--- src/rtl/ced_pkg.sv ---
// shared types and constants for the 3x3 canny edge detector
// used by canny_edge_detector_3x3 and ced_sqrt; no dependencies
package ced_pkg;

  localparam int PIX_W      = 8;
  localparam int ROW_W      = 11;
  localparam int HGT_MAX    = 1024;
  localparam int CFG_IDX_W  = 3;
  localparam int CFG_DATA_W = 16;
  localparam int WGT_W      = 16;
  localparam int ACC_W      = 28;
  localparam int RAD_W      = 17;
  localparam int ROOT_W     = 8;
  localparam int NTAP       = 9;
  localparam int TAP_W      = 4;

  typedef enum logic [CFG_IDX_W-1:0] {
    REG_IMAGE_WIDTH   = 3'd0,
    REG_IMAGE_HEIGHT  = 3'd1,
    REG_LOW_THRESH    = 3'd2,
    REG_HIGH_THRESH   = 3'd3,
    REG_WEIGHT_CENTER = 3'd4,
    REG_WEIGHT_SIDE   = 3'd5,
    REG_WEIGHT_CORNER = 3'd6
  } cfg_reg_e;

  localparam logic [1:0] DIR_0  = 2'd0;
  localparam logic [1:0] DIR_45 = 2'd1;
  localparam logic [1:0] DIR_90 = 2'd2;

  localparam logic [1:0] CLS_NONE   = 2'd0;
  localparam logic [1:0] CLS_WEAK   = 2'd1;
  localparam logic [1:0] CLS_STRONG = 2'd2;

  localparam logic [TAP_W-1:0] TAP_CENTER = 4'd4;
  localparam logic [TAP_W-1:0] TAP_LAST   = 4'd8;

  typedef struct packed {
    logic [PIX_W-1:0] pixel;
    logic             flush;
  } ced_in_t;

  typedef struct packed {
    logic edge_res;
    logic last_of_frame;
  } ced_out_t;

  typedef struct packed {
    logic [PIX_W-1:0] raw;
    logic [PIX_W-1:0] blur;
    logic [PIX_W-1:0] mag;
    logic [1:0]       dir;
    logic [1:0]       cls;
  } ced_word_t;

  typedef enum logic [3:0] {
    S_IDLE,
    S_RAW,
    S_STEP,
    S_CHECK,
    S_TAP,
    S_DRAIN,
    S_EVAL,
    S_GSQ,
    S_SQST,
    S_SQRT,
    S_GWB,
    S_ADV,
    S_DONE
  } ced_state_e;

endpackage

--- src/rtl/ced_sqrt.sv ---
// iterative integer square root, one result bit per cycle, capped at 255
// depends on ced_pkg
module ced_sqrt
  import ced_pkg::*;
(
  input  logic              clk_i,
  input  logic              rst_ni,
  input  logic              start_i,
  input  logic [RAD_W-1:0]  radicand_i,
  output logic              done_o,
  output logic [ROOT_W-1:0] root_o
);

  logic [RAD_W-1:0]    rad_q;
  logic [ROOT_W-1:0]   root_q, root_d;
  logic [ROOT_W-1:0]   mask_q;
  logic                busy_q;
  logic                done_q;
  logic [ROOT_W-1:0]   trial;
  logic [2*ROOT_W-1:0] trial_sq;

  assign trial    = root_q | mask_q;
  assign trial_sq = (2*ROOT_W)'(trial) * (2*ROOT_W)'(trial);
  assign root_d   = (RAD_W'(trial_sq) <= rad_q) ? trial : root_q;

  always_ff @(posedge clk_i or negedge rst_ni) begin
    if (!rst_ni) begin
      busy_q <= 1'b0;
      done_q <= 1'b0;
      mask_q <= '0;
    end else begin
      done_q <= 1'b0;
      if (start_i) begin
        busy_q <= 1'b1;
        mask_q <= {1'b1, {(ROOT_W-1){1'b0}}};
      end else if (busy_q) begin
        mask_q <= mask_q >> 1;
        if (mask_q[0]) begin
          busy_q <= 1'b0;
          done_q <= 1'b1;
        end
      end
    end
  end

  always_ff @(posedge clk_i) begin
    if (start_i) begin
      rad_q  <= radicand_i;
      root_q <= '0;
    end else if (busy_q) begin
      root_q <= root_d;
    end
  end

  assign done_o = done_q;
  assign root_o = root_q;

  property p_done_after_busy;
    @(posedge clk_i) disable iff (!rst_ni) done_q |-> $past(busy_q);
  endproperty
  a_done_after_busy: assert property (p_done_after_busy) else $error("sqrt done without work");

  property p_done_pulse;
    @(posedge clk_i) disable iff (!rst_ni) done_q |=> !done_q;
  endproperty
  a_done_pulse: assert property (p_done_pulse) else $error("sqrt done held");

  property p_mask_onehot;
    @(posedge clk_i) disable iff (!rst_ni) busy_q |-> $onehot(mask_q);
  endproperty
  a_mask_onehot: assert property (p_mask_onehot) else $error("sqrt mask not one-hot");

endmodule

--- config.mk ---
export PLATFORM = sky130hd
export DESIGN_NAME = ced_sqrt
export DESIGN_NICKNAME = d
export VERILOG_FILES = /design/src/rtl/ced_pkg.sv /design/src/rtl/ced_sqrt.sv
export SDC_FILE = /design/constraint.sdc
export NUM_CORES = 1
export LEC_CHECK = 0
export BUFFER_PORTS_ARGS = -buffer_cell sky130_fd_sc_hd__buf_2
export CAP_MARGIN = 20
export CORE_ASPECT_RATIO = 0.5
export CORE_MARGIN = 1.5
export CORE_UTILIZATION = 55
export DETAILED_ROUTE_END_ITERATION = 6
export HOLD_SLACK_MARGIN = 0.02
export PLACE_DENSITY = 0.74
export RECOVER_POWER = 100
export SETUP_SLACK_MARGIN = 0.1
export SLEW_MARGIN = 20
export SYNTH_ARGS = -nofsm -noshare
export SYNTH_HDL_FRONTEND = slang
export SYNTH_SLANG_ARGS = --single-unit
--- constraint.sdc ---
create_clock -name clk_i -period 7.1 [get_ports clk_i]
set_clock_uncertainty 0.1 [all_clocks]
set_input_delay 0 -clock clk_i [delete_from_list [all_inputs] [get_ports clk_i]]
set_output_delay 0 -clock clk_i [all_outputs]
set_load 0.01 [all_outputs]
==> results.md <==
- Io pins: 29
- CP top delay family: adder cells
- Seq. cell area: 921 um2
- Total gr overflow: 0
- First-pass GRT wire length: approximately 12000 um
- Die height: 57.8 um
- Hold violation total from the final report: 0
- Final worst-path cycle share: 94.4%
- Cell variety after synth: 49
- Syn Nets: 430
- Seq/Total Area, Yosys: 27.9%
- CTS buffer count: 5
- Ant. Diodes: 0
- H-tree levels: 2
- Die width: about 110 um
- Final wirelength: 7160 um
- Clk_lat worst skew: between 0.2 and 0.3 ns
- Cell count after synthesis: 342
- Post-synth ARST share: 28.6%
- Main synth FF type: edfxtp_1
- Crit Path Max Fanout: 8
- Commonest cells post-synth: inv_1, nor2_1, ha_1, fa_1, edfxtp_1
- CTS root buf: clkbuf_16
- Slew margin rel.: -9.76%
- CP required: 7.18 ns
- Crit-path cells: nor2_1 > inv_1 > o21ai_0 > fa_1 > inv_1 > fa_1 > fa_1 > inv_1 > fa_1 > inv_1 > ha_1 > or2_0 > a21oi_1 > a31oi_1 > or4b_1 > nand3_1 > ha_1 > and4b_1 > nor3b_1 > a22o_1 > o31a_4 > o32ai_1
- Post-Syn Area per Cell: 9.65 um2
- Core Region: 5630 um2
- CTS tree: done
- Total number of vias: 2574
- Unrepaired setup endpoints after global routing: no
- Power density over cell area: 162 nW/um2
- Post-synth EDFFs: 17
- VDD IR-drop max: 0.103 mV
- Most frequent cell after synthesis: inv_1
- Fill count: 446
- Busiest layer in global routing: met2
- Largest net degree at the start of global routing: 36
- Clock sink total: 35
- Yosys warns: 0
- Final-report setup violation count: 0
- GR met1 Demand/Resource: between 30% and 40%
- Share of layout cells above drive strength 1: 8.86%
- Total power: 0.621 mW
- Data arrival time of the worst path: 6.78 ns
- Synth Cell Area: 3300 um2
- Number of synthesized register bits: 35
- DRC viols: 0
- Area grow syn2layout: 16.1%
- Worst hold path type: input port to flop
- Die area: approximately 6500 um2
- Initial core utilization: about three fifths
- Post-DRT Antenna Nets: 0
- Critical path class: flop to flop
- Highest clock rate: approximately 0.15 GHz
- Met2 usage: a little under two fifths
- Hold Path Origin: radicand_i[16]
- Site Rows: 19
- Failing checks: capacitance limit, slew limit
- Critical path launch point type: flop
- GRT met3 Usage: under 10%
- Fin nets: 482
- Final TNS setup: 0 ns
- Clock Path Buffers: 2
- Total Routing Usage GR: 24.0%
- Post-CTS setup repair buffer count: 0
- Slew Viols, Final: 36
- Yosys top cell by area: ha_1
- Leak: ~1.9 nW
- DRT Pass-1 Iters: 4
- FF-to-FF Start: mask_q[3]$_DFFE_PN0P_
- Max Cap Viol: 1
- PortBufs: 28
- CTS clk-pin slew, worst paths: 0.06 ns
- Slowest stage delay, CP: 0.57 ns
- RePlAce Congestion: 0.859
- Yosys top cell area share: 16.3%
- Final Critical Period: 6.70 ns
- Status: finished with violations
- WP buf/inv: 4
- Worst setup EP type: flop
- First-iteration detailed-routing DRC count: 140
- Crit path launch: mask_q[3]$_DFFE_PN0P_
- HPWL after DPL: 5660 um
- Synth area leaders: ha_1, edfxtp_1, fa_1, inv_1, dfrtp_1
- Multi-input logic area: 2030 um2
- Per-cell routed wire length: around 15 um
- Initial antenna violation count: 0
- Vias in the first global route: 2612
- Measured slew at the worst slew-check pin: 1.65 ns
- Vias per inst: 5.50
- Critical Path Slowest Stage Cell: or4b_1
## cell usage in the layout, fill, tap and decap left out, drive strengths merged, types with 10 or more instances in the layout
cell,synthesis,routed
a21oi,13,13
buf,0,20
clkbuf,5,17
dfrtp,10,10
dlygate4sd3,0,19
edfxtp,17,17
fa,25,25
ha,43,43
inv,77,79
nor2,44,44
xnor2,11,11
## layout make-up
cell class	count	share of cell area, %
repair buffers	50	8.85
multi-input cells	225	52.9
inverters	77	7.54
flip-flops and latches	35	24.0
well taps	73	2.38
clock inverters	2	0.392
clock buffers	6	3.92
## per-stage QoR
| stage | hold slack [ns] | cell area, um2 | cells | worst slack, ns | util (%) |
|---|---|---|---|---|---|
| after floorplan | -0.396 | 3300 | 342 | 1.14 | - |
| after global placement | -0.230 | 3540 | 441 | 0.718 | 62.8 |
| after detailed placement | -0.225 | 3540 | 441 | 0.526 | 62.8 |
| after CTS | 0.193 | 3890 | 468 | 0.484 | 69.1 |
| after global routing | 0.336 | 3830 | 468 | 0.110 | 68.0 |
| final | 0.325 | 3830 | 468 | 0.399 | 68.0 |
## flip-flops by register name, summed over array words and instances (netlist names)
name    flops
rad_q      17
mask_q      8
root_o      8
busy_q      1
done_o      1
## routing by layer
layer / vias up / part of all wire, %
met5: - / 0
met1: 1255 / 49
met2: 59 / 44
met4: 0 / 0.80
li1: 1253 / -
met3: 7 / 6.3
## cells by family (layout without fill, tap and decap cells)
kind of cell,Yosys count,after routing,share of synthesized area (%)
DFF,35,35,27.9
and+or+nand+nor,85,85,12.7
adders and majority gates,68,68,31.5
buffers and inverters,82,135,9.33
AOI/OAI and AO/OA,51,51,12.8
muxes,7,7,2.12
xor gates and xnor gates,14,14,3.72
## power breakdown
group          internal (mW)  total (mW)  switching, mW
Sequential             0.225       0.234        0.00821
Clock                  0.153       0.243         0.0905
Combinational         0.0624       0.144         0.0817
## timing repair
action                    in CTS  in global routing
hold endpoints to repair      27                  0
resized for setup              0                  0
hold buffers                  19                  0
## final timing paths
kind	depth (start not counted)	endpoint	slack [ns]
min in group asynchronous	3	mask_q[4]$_DFFE_PN0P_	0.63
max in group asynchronous	3	mask_q[0]$_DFFE_PN0P_	5.93
setup / recovery	22	root_o[4]$_SDFFE_PP0P_	0.40
setup reg to reg	22	root_o[4]$_SDFFE_PP0P_	0.40
hold reg to reg	2	root_o[3]$_SDFFE_PP0P_	0.40
hold / removal	2	rad_q[16]$_DFFE_PP_	0.32
## worst reg2reg max path: cells and delay by family, from the launching register on
| kind | cells | cell delay [ns] |
|---|---|---|
| AO/OA/AOI/OAI | 6 | 1.38 |
| adder cells (fa/ha/maj) | 6 | 2.54 |
| buffers and inverters | 4 | 0.44 |
| flip-flops | 1 | 0.42 |
| AND/OR/NAND/NOR | 6 | 1.72 |
Note: power is estimated with default switching activity, not from simulation.
